### config.mk
export PLATFORM = sky130hd
export DESIGN_NAME = svm_ram
export DESIGN_NICKNAME = d
export VERILOG_FILES = /design/src/assert_macros.svh /design/src/svm_ram.sv
export SDC_FILE = /design/constraint.sdc
export NUM_CORES = 2
export LEC_CHECK = 0
export BUFFER_PORTS_ARGS = -buffer_cell sky130_fd_sc_hd__buf_2
export CORE_ASPECT_RATIO = 0.75
export CORE_MARGIN = 4
export CORE_UTILIZATION = 33
export CTS_CLUSTER_SIZE = 14
export DETAILED_ROUTE_END_ITERATION = 10
export HOLD_SLACK_MARGIN = 0.06
export PLACE_DENSITY_LB_ADDON = 0.15
export SKIP_CTS_REPAIR_TIMING = 1
export SLEW_MARGIN = 20
export SYNTH_ARGS = -nofsm -noshare
export SYNTH_HDL_FRONTEND = slang
export SYNTH_SLANG_ARGS = --single-unit
export TNS_END_PERCENT = 1
### constraint.sdc
create_clock -name clk -period 4.45 [get_ports clk]
set_clock_uncertainty 0.05 [all_clocks]
set_input_delay 0.2225 -clock clk [delete_from_list [all_inputs] [get_ports clk]]
set_output_delay 0.2225 -clock clk [all_outputs]
set_load 0.02 [all_outputs]
### src/assert_macros.svh
// Assertion helpers; empty when synthesizing.
`ifndef ASSERT_MACROS_SVH
`define ASSERT_MACROS_SVH
`ifndef SYNTHESIS
`define ASSERT_CLK(label, clk, rst_n, prop, msg) \
	label: assert property (@(posedge clk) disable iff (!rst_n) prop) else $error(msg);
`define ASSERT_NEVER(label, clk, rst_n, cond, msg) \
	label: assert property (@(posedge clk) disable iff (!rst_n) !(cond)) else $error(msg);
`else
`define ASSERT_CLK(label, clk, rst_n, prop, msg)
`define ASSERT_NEVER(label, clk, rst_n, cond, msg)
`endif
`endif

### src/svm_ram.sv
`timescale 1ns / 1ps
`default_nettype none
module svm_ram #(
	parameter int WIDTH = 16,
	parameter int DEPTH = 256
) (
	input wire logic clk,
	input wire logic we,
	input wire logic [$clog2(DEPTH)-1:0] waddr,
	input wire logic [WIDTH-1:0] wdata,
	input wire logic [$clog2(DEPTH)-1:0] raddr,
	output logic [WIDTH-1:0] rdata
);
	logic [WIDTH-1:0] mem [DEPTH];

	always_ff @(posedge clk) begin
		if (we) begin
			mem[waddr] <= wdata;
		end
		rdata <= mem[raddr];
	end
endmodule
`default_nettype wire

==> run summary <==
DETAILED ROUTING
--------------------------------------------------------------------------------------------------------
Wire length per cell after detailed routing ...............................................      33.1 µm
Overall via count from detail_route .......................................................        79600
Length of the first detailed-routing pass in iterations ...................................            5
Routed WL .................................................................................       486 mm
Via count normalized by instance count ....................................................         5.43
Iteration-0 DRC count of the detailed router ..............................................        10000
Post-DRT Antenna Nets .....................................................................            0
DRC .......................................................................................            0

FLOORPLANNING
--------------------------------------------------------------------------------------------------------
Total I/O pin count .......................................................................           50
Horizontal die dimension ..................................................................       809 µm
Initial core utilization ..................................................................        0.331
Cell row count ............................................................................          220
Floorplan core area .......................................................................   479000 µm²
DIE AREA ..................................................................................   492000 µm²
Vert. Die Dim .............................................................................       609 µm

HOLD PATH
--------------------------------------------------------------------------------------------------------
Worst hold path type ...................................................................... input port to register
Number of cells traversed by the worst hold path ..........................................            4

SYNTH
--------------------------------------------------------------------------------------------------------
Area of the mapped netlist ................................................................   159000 µm²
Fraction of synthesized cell area taken by the top area cell type .........................        0.775
Number of distinct library cells after synthesis ..........................................           52
Flip-flop and latch count after synthesis .................................................         4112
Number of enable-type register cells in the synthesized netlist ...........................         4096
Most area-hungry cell type in the Yosys netlist ........................................... sky130_fd_sc_hd__edfxtp_1
Synthesized instance count ................................................................         7360
Sequential share of the synthesized area ..................................................        0.777
Primary FF master, synth .................................................................. sky130_fd_sc_hd__edfxtp_1
Synth area leaders ........................................................................ sky130_fd_sc_hd__edfxtp_1, sky130_fd_sc_hd__mux4_2, sky130_fd_sc_hd__mux2i_1
Post-Syn Area per Cell ....................................................................     21.6 µm²
Net count after synthesis .................................................................         7394
Total number of yosys warnings ............................................................            0
Share of flip-flops with an asynchronous set or reset after synthesis .....................            0

SETUP PATH
--------------------------------------------------------------------------------------------------------
Crit Path Category ........................................................................ input port to register
Buffering stage count on the worst path with inverters included ...........................            2
CP Capture Type ...........................................................................     register
Kind of cell adding the most delay to the critical path ................................... simple AND/OR/NAND/NOR gates
Number of cells on the critical path ......................................................            5
Stage delay of the slowest cell on the critical path ......................................      1.21 ns
WP data arrival ...........................................................................      3.89 ns
Ordered cell list for the critical path ................................................... dlygate4sd3_1, buf_2, nor2b_1, nand3_2, nor2_2
Critical Path Source Type .................................................................   input port
Worst endpoint required time ..............................................................      4.97 ns
Cell depth of the worst flop-to-flop path .................................................            7
Cell with the largest stage delay on the worst path ....................................... sky130_fd_sc_hd__nor2_2
Maximum fanout count along the critical path ..............................................           16

FINAL LAYOUT
--------------------------------------------------------------------------------------------------------
Filler cell count .........................................................................        43000
Layout Nets ...............................................................................         8009
Share of post-route cells with drive strength above 1 .....................................        0.273
Area Growth Syn to Fin ....................................................................        15.8%
Final core utilization ....................................................................        0.384

STA
--------------------------------------------------------------------------------------------------------
Total negative slack for setup checks .....................................................         0 ns
Final Hold Viols ..........................................................................            0
Transition at the pin with the smallest max-transition slack ..............................      1.16 ns
Final setup violation count ...............................................................            0
F_max .....................................................................................      297 MHz
Post-route minimum period .................................................................      3.37 ns
Final hold slack ..........................................................................    0.0896 ns
Worst relative slew slack .................................................................        0.228
Unrepaired setup endpoints after global routing ...........................................           no
Number of pins with negative max-slew slack in the final report ...........................            0
Final clock period utilization by the worst path ..........................................        0.757
PnR worst setup slack .....................................................................      1.08 ns

CLOCKING
--------------------------------------------------------------------------------------------------------
Clock Root Buffer ......................................................................... sky130_fd_sc_hd__clkbuf_16
Clock Path Buffers ........................................................................            4
H-tree Lvls ...............................................................................            5
Skew-Pair Late Insertion Delay ............................................................      1.00 ns
Number of clock buffers inserted by TritonCTS .............................................          412
Post-CTS clock slew at the launch and capture registers of the worst setup and hold paths .      0.07 ns
Number of clock sinks .....................................................................         4112
TritonCTS clock tree ......................................................................        built

GRT
--------------------------------------------------------------------------------------------------------
Via count of the first global-routing pass ................................................        78600
Overall overflow remaining after global route .............................................            0
First-pass GRT wire length ................................................................       666 mm
Largest net degree at the start of global routing .........................................          132
Antenna violations before repair ..........................................................           45
All-Layer GR Usage ........................................................................        0.193

PLACEMENT
--------------------------------------------------------------------------------------------------------
Number of buffer cells added on primary ports .............................................           49
Final GP Congestion .......................................................................        0.837
Total half-perimeter wirelength after legalization and detailed placement .................       299 mm
Worst setup timing slack at the placement stage ...........................................     0.150 ns

POWER AND IR DROP
--------------------------------------------------------------------------------------------------------
Worst vdd rail ir drop ....................................................................   0.000315 V
Cell area power density ...................................................................   444 nW/µm²
Leakage power .............................................................................      57.6 nW

STATUS
--------------------------------------------------------------------------------------------------------
Outcome ................................................................................... finished clean

RUN
--------------------------------------------------------------------------------------------------------
Max-cap viol count ........................................................................            0

[report_power, final]
group | leakage (nW) | total (mW) | switching, mW | internal (mW)
logic | 14.3 | 4.41 | 2.95 | 1.46
registers | 36.9 | 42.8 | 0.0752 | 42.7
clock network | 6.39 | 34.3 | 15.0 | 19.3
[worst register-to-register path, delay by kind of cell (launching register included)]
family | cells | cell delay (ns)
AOI/OAI and AO/OA | 2 | 1.33
muxes | 2 | 0.78
and+or+nand+nor | 2 | 0.41
DFF | 1 | 0.36
buffers and inverters | 1 | 0.24
[flip-flops by register name, indices dropped and copies added (netlist names)]
name   cells
mem     4096
rdata     16
[cell families (layout without fill, tap and decap cells)]
| kind of cell | Yosys count | after routing | synth area share |
|---|---|---|---|
| buffers and inverters | 456 | 1414 | 0.0169 |
| other | 0 | 16 | 0 |
| and+or+nand+nor | 556 | 556 | 0.0157 |
| AOI/OAI and AO/OA | 786 | 786 | 0.0354 |
| muxes | 1450 | 1450 | 0.155 |
| DFF | 4112 | 4112 | 0.777 |
[cell usage after synthesis, types with 4 or more instances]
cell type / instances
sky130_fd_sc_hd__a2111oi_0: 6
sky130_fd_sc_hd__a211oi_1: 18
sky130_fd_sc_hd__a21oi_1: 175
sky130_fd_sc_hd__a221oi_1: 28
sky130_fd_sc_hd__a22o_1: 32
sky130_fd_sc_hd__a22oi_1: 43
sky130_fd_sc_hd__a31oi_1: 6
sky130_fd_sc_hd__and3_1: 11
sky130_fd_sc_hd__buf_1: 27
sky130_fd_sc_hd__buf_12: 5
sky130_fd_sc_hd__buf_2: 76
sky130_fd_sc_hd__buf_4: 26
sky130_fd_sc_hd__buf_6: 77
sky130_fd_sc_hd__buf_8: 11
sky130_fd_sc_hd__clkbuf_1: 230
sky130_fd_sc_hd__dfxtp_1: 16
sky130_fd_sc_hd__edfxtp_1: 4096
sky130_fd_sc_hd__mux2_2: 88
sky130_fd_sc_hd__mux2i_1: 565
sky130_fd_sc_hd__mux4_2: 797
sky130_fd_sc_hd__nand2_1: 38
sky130_fd_sc_hd__nand3_1: 35
sky130_fd_sc_hd__nand4_1: 26
sky130_fd_sc_hd__nor2_1: 304
sky130_fd_sc_hd__nor2b_1: 9
sky130_fd_sc_hd__nor3_1: 92
sky130_fd_sc_hd__nor4_1: 17
sky130_fd_sc_hd__o21ai_0: 37
sky130_fd_sc_hd__o221ai_1: 252
sky130_fd_sc_hd__o22ai_1: 148
sky130_fd_sc_hd__o31ai_1: 16
sky130_fd_sc_hd__o32ai_1: 20
sky130_fd_sc_hd__or2_2: 4
[layout by cell type (no fill, tap or decap), types with 15 or more instances in the layout]
cell                            Yosys  routed
sky130_fd_sc_hd__clkinv_2           0      71
sky130_fd_sc_hd__buf_4             26     504
sky130_fd_sc_hd__a21oi_1          175     175
sky130_fd_sc_hd__edfxtp_1        4096    4096
sky130_fd_sc_hd__clkbuf_1         230      83
sky130_fd_sc_hd__nand3_1           35      26
sky130_fd_sc_hd__a211oi_1          18      18
sky130_fd_sc_hd__a22oi_1           43      43
sky130_fd_sc_hd__mux2i_1          565     565
sky130_fd_sc_hd__buf_2             76      28
sky130_fd_sc_hd__nor4_1            17      15
sky130_fd_sc_hd__buf_12             5      73
sky130_fd_sc_hd__nand2_1           38      37
sky130_fd_sc_hd__diode_2            0      16
sky130_fd_sc_hd__a221oi_1          28      28
sky130_fd_sc_hd__o31ai_1           16      16
sky130_fd_sc_hd__clkbuf_16          0     422
sky130_fd_sc_hd__o21ai_0           37      37
sky130_fd_sc_hd__o32ai_1           20      19
sky130_fd_sc_hd__buf_8             11      17
sky130_fd_sc_hd__clkinvlp_4         0      18
sky130_fd_sc_hd__nor2_1           304     146
sky130_fd_sc_hd__mux4_2           797     797
sky130_fd_sc_hd__o221ai_1         252     252
sky130_fd_sc_hd__nor3_1            92      86
sky130_fd_sc_hd__a22o_1            32      32
sky130_fd_sc_hd__nand4_1           26      26
sky130_fd_sc_hd__bufinv_16          0      34
sky130_fd_sc_hd__clkinv_1           0     105
sky130_fd_sc_hd__o22ai_1          148     148
sky130_fd_sc_hd__mux2_2            88      88
sky130_fd_sc_hd__nor2_2             0     149
sky130_fd_sc_hd__dlygate4sd3_1      0      27
sky130_fd_sc_hd__dfxtp_1           16      16
[per-stage QoR]
stage / instance area, µm² / instances / power (mW)
2_1_floorplan: 159000 / 7360 / 45.7
4_1_cts: 183000 / 14600 / 82.3
5_1_grt: 184000 / 14700 / 84.2
3_3_place_gp: 170000 / 13900 / 48.0
3_5_place_dp: 170000 / 13900 / 48.0
6_report: 184000 / 14700 / 81.5
[final cells by class]
class,count,area (µm²),share of cell area
flip-flops and latches,4112,123000,0.671
multi-input cells,2792,33300,0.181
clock buffers,505,10900,0.0592
well taps,6327,7920,0.0431
repair buffers,653,5990,0.0326
clock inverters,252,2290,0.0125
diodes,16,40.0,0.000218
inverters,4,27.5,0.000150
[final timing paths]
kind / from / slack [ns] / endpoint
worst max-delay path: waddr[2] / 1.08 / mem[118][1]
worst min-delay path: waddr[5] / 0.09 / mem[248][6]
worst min register to register: mem[120][7] / 1.09 / rdata[7]
worst max register to register: mem[3][13] / 1.21 / rdata[13]
[metal layers]
metal | GRT usage | vias to the layer above | routed length, µm
li1 | - | 32600 | -
met1 | 0.298 | 43700 | 227000
met2 | 0.282 | 2878 | 211000
met3 | 0.0391 | 536 | 38400
met4 | 0.0376 | 0 | 10100
met5 | 0 | - | 0
Power figures use the tool's default switching activity.
